<file path="config.mk">
export PLATFORM = sky130hd
export DESIGN_NAME = sorted_deadline_timer_queue
export DESIGN_NICKNAME = d
export VERILOG_FILES = /design/src/hw/rtl/sdtq_pkg.sv /design/src/hw/rtl/sdtq_cell.sv /design/src/hw/rtl/sorted_deadline_timer_queue.sv
export SDC_FILE = /design/constraint.sdc
export NUM_CORES = 2
export LEC_CHECK = 0
export BUFFER_PORTS_ARGS = -buffer_cell sky130_fd_sc_hd__buf_2
export CAP_MARGIN = 0
export CELL_PAD_IN_SITES_DETAIL_PLACEMENT = 1
export CELL_PAD_IN_SITES_GLOBAL_PLACEMENT = 1
export CORE_AREA = 2 2 314 472
export DETAILED_ROUTE_END_ITERATION = 6
export DIE_AREA = 0 0 316 474
export PLACE_DENSITY = 0.89
export SYNTH_ARGS = -nofsm -noshare
export SYNTH_HDL_FRONTEND = slang
export SYNTH_SLANG_ARGS = --single-unit
export TNS_END_PERCENT = 5
</file>
<file path="constraint.sdc">
create_clock -name clk -period 6.9 [get_ports clk]
set_clock_uncertainty 0.1 [all_clocks]
set_input_delay 1.38 -clock clk [delete_from_list [all_inputs] [get_ports clk]]
set_output_delay 1.38 -clock clk [all_outputs]
set_load 0.01 [all_outputs]
</file>
<file path="src/hw/rtl/sdtq_pkg.sv">
// Package for the sorted deadline timer queue.
// Holds the cell command type shared by the top level and the timer cells.
// No dependencies.
`default_nettype none

package sdtq_pkg;

	// Width of a timer slot number and of a position in the cell chain.
	localparam int ID_BITS = 4;

	// Largest number of cells the slot numbering can address.
	localparam int ID_SPACE = 16;

	// Command that every cell of the chain sees in the same cycle.
	typedef enum logic [1:0] {
		CELL_HOLD,
		CELL_INSERT,
		CELL_REMOVE
	} cell_op_t;

	typedef struct packed {
		cell_op_t             op;
		logic [ID_BITS-1:0]   id;
		logic                 kind;
		logic [ID_BITS-1:0]   pos;
	} cell_cmd_t;

endpackage

`default_nettype wire

</file>
<file path="src/hw/rtl/sdtq_cell.sv">
// One cell of the sorted timer chain: holds one timer entry.
// Depends on sdtq_pkg for the command type.
// Exchanges entries with its left and right neighbors on insert and remove.
`default_nettype none

module sdtq_cell
	import sdtq_pkg::*;
#(
	parameter int TIME_BITS = 48,
	parameter int INDEX     = 0
) (
	input  wire logic                 clk,
	input  wire logic                 arst_n,
	input  wire cell_cmd_t            cmd,
	input  wire logic [ID_BITS-1:0]   match_id,
	input  wire logic [TIME_BITS-1:0] new_deadline,
	input  wire logic [TIME_BITS-1:0] now,
	input  wire logic                 prev_valid,
	input  wire logic                 prev_le,
	input  wire logic [ID_BITS-1:0]   prev_id,
	input  wire logic                 prev_kind,
	input  wire logic [TIME_BITS-1:0] prev_deadline,
	input  wire logic                 next_valid,
	input  wire logic [ID_BITS-1:0]   next_id,
	input  wire logic                 next_kind,
	input  wire logic [TIME_BITS-1:0] next_deadline,
	output logic                      valid,
	output logic [ID_BITS-1:0]        id,
	output logic                      kind,
	output logic [TIME_BITS-1:0]      deadline,
	output logic                      le,
	output logic                      expired,
	output logic                      match
);

	localparam logic [ID_BITS-1:0] POS_IDX = ID_BITS'(INDEX);

	logic                 valid_q;
	logic [ID_BITS-1:0]   id_q;
	logic                 kind_q;
	logic [TIME_BITS-1:0] deadline_q;

	logic                 valid_d;
	logic [ID_BITS-1:0]   id_d;
	logic                 kind_d;
	logic [TIME_BITS-1:0] deadline_d;

	// Flags seen by the neighbors and the controller.
	assign le      = valid_q && (deadline_q <= new_deadline);
	assign expired = valid_q && (deadline_q < now);
	assign match   = valid_q && (id_q == match_id);

	assign valid    = valid_q;
	assign id       = id_q;
	assign kind     = kind_q;
	assign deadline = deadline_q;

	// Next entry: keep, take the new timer, or take a neighbor's entry.
	always_comb begin
		valid_d    = valid_q;
		id_d       = id_q;
		kind_d     = kind_q;
		deadline_d = deadline_q;
		unique case (cmd.op)
			CELL_INSERT: begin
				if (le) begin
					valid_d = valid_q;
				end else if (prev_le) begin
					valid_d    = 1'b1;
					id_d       = cmd.id;
					kind_d     = cmd.kind;
					deadline_d = new_deadline;
				end else begin
					valid_d    = prev_valid;
					id_d       = prev_id;
					kind_d     = prev_kind;
					deadline_d = prev_deadline;
				end
			end
			CELL_REMOVE: begin
				if (POS_IDX >= cmd.pos) begin
					valid_d    = next_valid;
					id_d       = next_id;
					kind_d     = next_kind;
					deadline_d = next_deadline;
				end
			end
			default: begin
				valid_d = valid_q;
			end
		endcase
	end

	// The valid bit is control state; the entry payload needs no reset.
	always_ff @(posedge clk or negedge arst_n) begin
		if (!arst_n) begin
			valid_q <= 1'b0;
		end else begin
			valid_q <= valid_d;
		end
	end

	always_ff @(posedge clk) begin
		id_q       <= id_d;
		kind_q     <= kind_d;
		deadline_q <= deadline_d;
	end

endmodule

`default_nettype wire

</file>
<file path="src/hw/rtl/sorted_deadline_timer_queue.sv">
// Sorted deadline timer queue. A schedule or cancel transaction is accepted in the idle
// state, and in the execute state the cell chain inserts or removes the entry in place. A
// check transaction gives one result per fired timer (at least one), because the chain
// shifts its head out by one cell for each result. The execute state waits while the
// result register is still held by the downstream side. The list starts empty after reset
// with no clearing pass. Timers are held in min(TIMER_SLOTS, 16) cells kept in deadline
// order; equal deadlines fire in the order they were scheduled.
// Depends on sdtq_pkg and sdtq_cell.
`default_nettype none

module sorted_deadline_timer_queue
	import sdtq_pkg::*;
#(
	parameter int TIMER_SLOTS = 16,
	parameter int TIME_BITS   = 48
) (
	input  wire logic        clk,
	input  wire logic        arst_n,
	input  wire logic        s_axis_tvalid,
	output logic             s_axis_tready,
	// From bit 0: timer_id[3:0], delay[30:0], uses_callback, current_time[47:0], zero fill.
	input  wire logic [87:0] s_axis_tdata,
	// From bit 0: opcode[1:0].
	input  wire logic [1:0]  s_axis_tuser,
	output logic             m_axis_tvalid,
	input  wire logic        m_axis_tready,
	// From bit 0: fired_id[3:0], fired_kind, zero fill.
	output logic [7:0]       m_axis_tdata,
	// From bit 0: status[2:0].
	output logic [2:0]       m_axis_tuser,
	output logic             m_axis_tlast
);

	localparam int CAP   = (TIMER_SLOTS < ID_SPACE) ? TIMER_SLOTS : ID_SPACE;
	localparam int CAP_W = ID_BITS + 1;
	localparam int SUM_W = TIME_BITS + 1;

	localparam logic [1:0] OP_SCHEDULE = 2'd0;
	localparam logic [1:0] OP_CANCEL   = 2'd1;

	localparam logic [2:0] ST_SCHEDULED = 3'd0;
	localparam logic [2:0] ST_ACTIVE    = 3'd1;
	localparam logic [2:0] ST_CANCELLED = 3'd2;
	localparam logic [2:0] ST_NOT_FOUND = 3'd3;
	localparam logic [2:0] ST_FIRED     = 3'd4;
	localparam logic [2:0] ST_NONE      = 3'd5;

	typedef enum logic {
		S_IDLE,
		S_EXEC
	} state_t;

	state_t state_q;

	// Latched transaction.
	logic [1:0]           op_q;
	logic [ID_BITS-1:0]   id_q;
	logic                 kind_q;
	logic [TIME_BITS-1:0] now_q;
	logic [TIME_BITS-1:0] deadline_q;

	// Result register.
	logic                 out_valid_q;
	logic [2:0]           out_status_q;
	logic [ID_BITS-1:0]   out_id_q;
	logic                 out_kind_q;
	logic                 out_last_q;

	// Chain signals.
	logic [CAP-1:0]       cell_valid;
	logic [CAP-1:0]       cell_kind;
	logic [CAP-1:0]       cell_le;
	logic [CAP-1:0]       cell_exp;
	logic [CAP-1:0]       cell_match;
	logic [ID_BITS-1:0]   cell_id [CAP];
	logic [TIME_BITS-1:0] cell_dl [CAP];

	cell_cmd_t            cmd;

	logic                 in_accept;
	logic                 out_free;
	logic                 exec_go;
	logic [TIME_BITS-1:0] now_in;
	logic [SUM_W-1:0]     dl_sum;
	logic [TIME_BITS-1:0] dl_in;

	logic [ID_BITS-1:0]   match_pos;
	logic                 match_kind;
	logic                 found;
	logic                 id_bad;
	logic                 full;

	logic [2:0]           res_status;
	logic [ID_BITS-1:0]   res_id;
	logic                 res_kind;
	logic                 res_last;
	logic                 res_done;

	assign s_axis_tready = (state_q == S_IDLE);
	assign in_accept     = s_axis_tvalid && s_axis_tready;
	assign out_free      = !out_valid_q || m_axis_tready;
	assign exec_go       = (state_q == S_EXEC) && out_free;

	// Deadline of a new timer, saturated at the top of the time range.
	assign now_in = TIME_BITS'(s_axis_tdata[83:36]);
	assign dl_sum = {1'b0, now_in} + SUM_W'(s_axis_tdata[34:4]);
	assign dl_in  = dl_sum[TIME_BITS] ? {TIME_BITS{1'b1}} : dl_sum[TIME_BITS-1:0];

	always_ff @(posedge clk) begin
		if (in_accept) begin
			op_q       <= s_axis_tuser;
			id_q       <= s_axis_tdata[3:0];
			kind_q     <= s_axis_tdata[35];
			now_q      <= now_in;
			deadline_q <= dl_in;
		end
	end

	// Locate the cell holding the requested slot; slot numbers are unique in the chain.
	always_comb begin
		match_pos  = '0;
		match_kind = 1'b0;
		for (int i = 0; i < CAP; i++) begin
			if (cell_match[i]) begin
				match_pos = match_pos | ID_BITS'(i);
			end
			match_kind = match_kind | (cell_match[i] & cell_kind[i]);
		end
	end

	assign found  = |cell_match;
	assign id_bad = ({1'b0, id_q} >= CAP_W'(CAP));
	assign full   = cell_valid[CAP-1];

	// Decide the result and the chain command for the latched transaction.
	always_comb begin
		cmd.op     = CELL_HOLD;
		cmd.id     = id_q;
		cmd.kind   = kind_q;
		cmd.pos    = match_pos;
		res_status = ST_NONE;
		res_id     = id_q;
		res_kind   = 1'b0;
		res_last   = 1'b1;
		unique case (op_q)
			OP_SCHEDULE: begin
				if (id_bad) begin
					res_status = ST_ACTIVE;
				end else if (found) begin
					res_status = ST_ACTIVE;
					res_kind   = match_kind;
				end else if (full) begin
					res_status = ST_ACTIVE;
				end else begin
					res_status = ST_SCHEDULED;
					res_kind   = kind_q;
					cmd.op     = exec_go ? CELL_INSERT : CELL_HOLD;
				end
			end
			OP_CANCEL: begin
				if (found) begin
					res_status = ST_CANCELLED;
					res_kind   = match_kind;
					cmd.op     = exec_go ? CELL_REMOVE : CELL_HOLD;
				end else begin
					res_status = ST_NOT_FOUND;
				end
			end
			default: begin
				// A check fires the head of the chain while it is expired.
				if (cell_exp[0]) begin
					res_status = ST_FIRED;
					res_id     = cell_id[0];
					res_kind   = cell_kind[0];
					res_last   = !cell_exp[1];
					cmd.pos    = '0;
					cmd.op     = exec_go ? CELL_REMOVE : CELL_HOLD;
				end else begin
					res_status = ST_NONE;
					res_id     = '0;
				end
			end
		endcase
	end

	assign res_done = res_last;

	// Controller state and the result register.
	always_ff @(posedge clk or negedge arst_n) begin
		if (!arst_n) begin
			state_q      <= S_IDLE;
			out_valid_q  <= 1'b0;
			out_status_q <= '0;
			out_id_q     <= '0;
			out_kind_q   <= 1'b0;
			out_last_q   <= 1'b0;
		end else begin
			if (exec_go) begin
				out_valid_q  <= 1'b1;
				out_status_q <= res_status;
				out_id_q     <= res_id;
				out_kind_q   <= res_kind;
				out_last_q   <= res_last;
			end else if (m_axis_tready) begin
				out_valid_q <= 1'b0;
			end
			unique case (state_q)
				S_IDLE: begin
					if (in_accept) begin
						state_q <= S_EXEC;
					end
				end
				S_EXEC: begin
					if (exec_go && res_done) begin
						state_q <= S_IDLE;
					end
				end
				default: begin
					state_q <= S_IDLE;
				end
			endcase
		end
	end

	assign m_axis_tvalid = out_valid_q;
	assign m_axis_tdata  = {3'b000, out_kind_q, out_id_q};
	assign m_axis_tuser  = out_status_q;
	assign m_axis_tlast  = out_last_q;

	// The chain of cells, head at index zero.
	for (genvar g = 0; g < CAP; g++) begin : g_cell
		logic                 p_valid;
		logic                 p_le;
		logic [ID_BITS-1:0]   p_id;
		logic                 p_kind;
		logic [TIME_BITS-1:0] p_dl;
		logic                 n_valid;
		logic [ID_BITS-1:0]   n_id;
		logic                 n_kind;
		logic [TIME_BITS-1:0] n_dl;

		if (g == 0) begin : g_head
			assign p_valid = 1'b0;
			assign p_le    = 1'b1;
			assign p_id    = '0;
			assign p_kind  = 1'b0;
			assign p_dl    = '0;
		end else begin : g_mid
			assign p_valid = cell_valid[g-1];
			assign p_le    = cell_le[g-1];
			assign p_id    = cell_id[g-1];
			assign p_kind  = cell_kind[g-1];
			assign p_dl    = cell_dl[g-1];
		end

		if (g == CAP - 1) begin : g_tail
			assign n_valid = 1'b0;
			assign n_id    = '0;
			assign n_kind  = 1'b0;
			assign n_dl    = '0;
		end else begin : g_body
			assign n_valid = cell_valid[g+1];
			assign n_id    = cell_id[g+1];
			assign n_kind  = cell_kind[g+1];
			assign n_dl    = cell_dl[g+1];
		end

		sdtq_cell #(
			.TIME_BITS (TIME_BITS),
			.INDEX     (g)
		) u_cell (
			.clk           (clk),
			.arst_n        (arst_n),
			.cmd           (cmd),
			.match_id      (id_q),
			.new_deadline  (deadline_q),
			.now           (now_q),
			.prev_valid    (p_valid),
			.prev_le       (p_le),
			.prev_id       (p_id),
			.prev_kind     (p_kind),
			.prev_deadline (p_dl),
			.next_valid    (n_valid),
			.next_id       (n_id),
			.next_kind     (n_kind),
			.next_deadline (n_dl),
			.valid         (cell_valid[g]),
			.id            (cell_id[g]),
			.kind          (cell_kind[g]),
			.deadline      (cell_dl[g]),
			.le            (cell_le[g]),
			.expired       (cell_exp[g]),
			.match         (cell_match[g])
		);
	end

endmodule

`default_nettype wire
</file>
==> impl_metrics.json <==
{
  "routabilityCongestion": 0.972,
  "overflow": 0,
  "cts_buffers": 101,
  "multi_input_area_um2": 36700,
  "fin_crit_sh_pct": 87.5,
  "startpoint": "deadline_q[36]",
  "num_rows": 172,
  "fmax_mhz": 166,
  "outcome": "complete, but fails checks",
  "postPlaceCellArea_um2": 71000,
  "port_buffers": 100,
  "maxCapViolCount": 0,
  "cp-start-kind": "register",
  "violations": "DRC",
  "vias": 58325,
  "cp.required_ns": 7.28,
  "die_h_um": 474,
  "maxSlewHeadroom_pct": 8.25,
  "timing.rr.start": "deadline_q[36]",
  "syn_inst": 6649,
  "utilization_pct": 51.1,
  "finalSetupViolCount": 0,
  "place_ws_ns": 1.24,
  "firstDrtPassIters": 7,
  "leakage_nw": 29.5,
  "worst_slack_ns": 0.861,
  "fill_cells": 15820,
  "final_area_um2": 74400,
  "synth_edf_count": 951,
  "ir_worst_vdd_v": 0.000465,
  "grt_antenna_before_repair": 14,
  "grt_pass1_vias": 64595,
  "grt_max_degree": 237,
  "die_w_um": 316,
  "ys_ff_latch": 978,
  "final-seq-area_um2": 29200,
  "endpoint": "g_cell[9].u_cell.deadline[25]",
  "wirelength_um": 252000,
  "ios": 108,
  "rr_worst_depth": 13,
  "crit_path_end_kind": "register",
  "dpl.hpwl_um": 181000,
  "worst_skew_pair.late_latency_ns": 0.78,
  "holdBufCountCts": 0,
  "grtUsageTotal_pct": 33.3,
  "async_reset_ff_share_pct": 2.76,
  "die-area_um2": 150000,
  "hold_violations": 0,
  "power_density_nw_per_um2": 619,
  "cts_tree": "built",
  "synth_flop_cell": "edfxtp_1",
  "worstSetupPathType": "register to register",
  "cts_setup_buffers": 0,
  "netlist-cell-type-count": 86,
  "rrSetupSlack_ns": 0.86,
  "drv_slew": 0,
  "fin_crit_ns": 6.04,
  "seq_area_frac_synth_pct": 43.0,
  "tns_ns": 0,
  "cts_max_path_buffers": 3,
  "path_max_fanout": 53,
  "fin_nets": 7594,
  "areaGrowthSynthToFinish_pct": 9.33,
  "cts.clk_slew.worst_paths_ns": 0.06,
  "drc": 3,
  "start_util_pct": 46.7,
  "dr.first_iter.drc_count": 5225,
  "rsz0062_at_grt": "no",
  "clock-root-buffer": "clkbuf_16",
  "synth_area_per_cell_um2": 10.2,
  "r2r-end": "g_cell[9].u_cell.deadline[25]",
  "netlist_area_um2": 68100,
  "grt_pass1_wl_um": 381000,
  "yosys_warnings": 0,
  "core_area_um2": 146000,
  "arrival_ns": 6.42,
  "ant_nets": 0,
  "hold_class": "register to register",
  "clock_sinks": 978,
  "h-tree-depth": 3,
  "ctsResizeCount": 0,
  "wl_per_cell_um": 29.1,
  "viasPerCell": 6.74,
  "layout-drive-gt1-share_pct": 7.03,
  "tightest_slew_ns": 1.36
}
==> state kept, by name (all words and copies together) (netlist names) <==
| name | count |
|---|---|
| g_cell.u_cell.valid | 16 |
| m_axis_tvalid | 1 |
| now_q | 48 |
| out_id_q | 4 |
| g_cell.u_cell.deadline | 768 |
| g_cell.u_cell.id | 64 |
| kind_q | 1 |
| m_axis_tlast | 1 |
| deadline_q | 48 |
| out_kind_q | 1 |
| state_q | 1 |
| m_axis_tuser | 3 |
| id_q | 4 |
| g_cell.u_cell.kind | 16 |
| op_q | 2 |
==> metal layers <==
layer | share of wire [%] | track usage, % | vias to the layer above
met5 | 0.058 | 0 | -
met4 | 11 | 31.7 | 20
met3 | 6.2 | 7.38 | 1745
met2 | 50 | 57.7 | 3156
met1 | 33 | 32.4 | 28423
li1 | - | - | 24981
==> critical path: stages (launching register included) <==
cell and delay, ns:
edfxtp_1 0.89, inv_1 0.67, buf_4 0.35, ha_1 0.30, nand4_1 0.09, nor4_1 0.60, nand4_1 0.45, nor3_1 0.49
a21oi_1 0.12, o211ai_1 0.18, a2bb2oi_4 0.21, buf_4 0.80, mux2i_1 0.31, o21ai_1 0.11
==> power by group <==
part           internal, mW  switching (mW)
logic                  8.95            15.3
registers              12.2            3.66
clock network          3.31            2.67
total                  24.5            21.6
==> synthesized netlist by cell type (all sizes together) (46+ instances only) <==
cell type  instances  area share (%)
a211oi            56            0.62
buf              160             1.5
clkbuf           199             1.1
a21oi            311             2.3
inv              164            0.90
o21ai            977             7.2
mux2i            747              11
nor2             270             1.5
ha               845              16
nand3             84            0.62
nand2            996             5.5
edfxtp           951              42
nor3              64            0.47
nand4            159             1.5
a21o              89            0.98
nor4              46            0.47
==> cell type report <==
cell class	count	share of cell area, %
antenna	5	0.0168
clock buffer	130	3.71
clock inverter	57	0.874
inverter	164	0.827
multi-input combinational	5150	49.4
sequential	978	39.3
tap	1914	3.22
timing repair buffer	259	2.71
==> worst min path at each step <==
stage,from,to,cells past startpoint
2_1_floorplan,out_kind_q,out_kind_q,2
3_3_place_gp,m_axis_tuser[1],m_axis_tuser[1],1
3_5_place_dp,out_kind_q,out_kind_q,2
4_1_cts,out_kind_q,out_kind_q,2
5_1_grt,m_axis_tuser[1],m_axis_tuser[1],1
6_report,out_kind_q,out_kind_q,2
==> kinds of logic (layout without fill, tap and decap cells) <==
| logic type | Yosys count | after routing | share of synthesized area [%] |
|---|---|---|---|
| adder cells (fa/ha/maj) | 846 | 846 | 15.6 |
| AND/OR/NAND/NOR | 1764 | 1764 | 11.5 |
| other | 1 | 8 | 0.00551 |
| multiplexers | 767 | 767 | 11.3 |
| flip-flops | 978 | 978 | 43.0 |
| AO/OA/AOI/OAI | 1687 | 1687 | 14.1 |
| buffers and inverters | 523 | 610 | 3.53 |
| XOR/XNOR | 83 | 83 | 1.07 |
==> through the flow <==
step	std cells	total power, mW	hold slack [ns]
6_report	8657	46.1	0.378
4_1_cts	8650	45.3	0.381
3_3_place_gp	8463	36.5	0.355
2_1_floorplan	6651	30.7	0.351
3_5_place_dp	8463	38.7	0.367
5_1_grt	8653	48.3	0.416
==> cell usage in the layout, fill, tap and decap left out, types with 11 or more instances in the layout <==
cell / count
nand2_1: 996
nor2b_1: 38
and3_1: 26
o21ai_1: 793
buf_2: 100
a21oi_1: 305
nor3_1: 61
nor4_1: 41
a211oi_1: 52
o21a_1: 29
a21o_1: 89
inv_1: 161
nand2b_1: 24
mux2i_1: 747
o21bai_1: 14
a31oi_1: 22
clkbuf_16: 104
a2111oi_0: 20
a221oi_1: 12
clkinv_1: 15
o2111ai_1: 15
xor2_1: 45
nand3_1: 84
o211ai_1: 43
dfrtp_1: 27
and4_1: 15
edfxtp_1: 951
buf_4: 133
ha_1: 845
bufinv_16: 13
mux2_1: 14
clkinv_2: 16
a211o_1: 11
buf_12: 26
clkbuf_1: 20
or3_1: 12
nand4_1: 158
xnor2_1: 38
nor2_1: 265
o21ai_0: 180
Note: power is estimated with default switching activity, not from simulation.
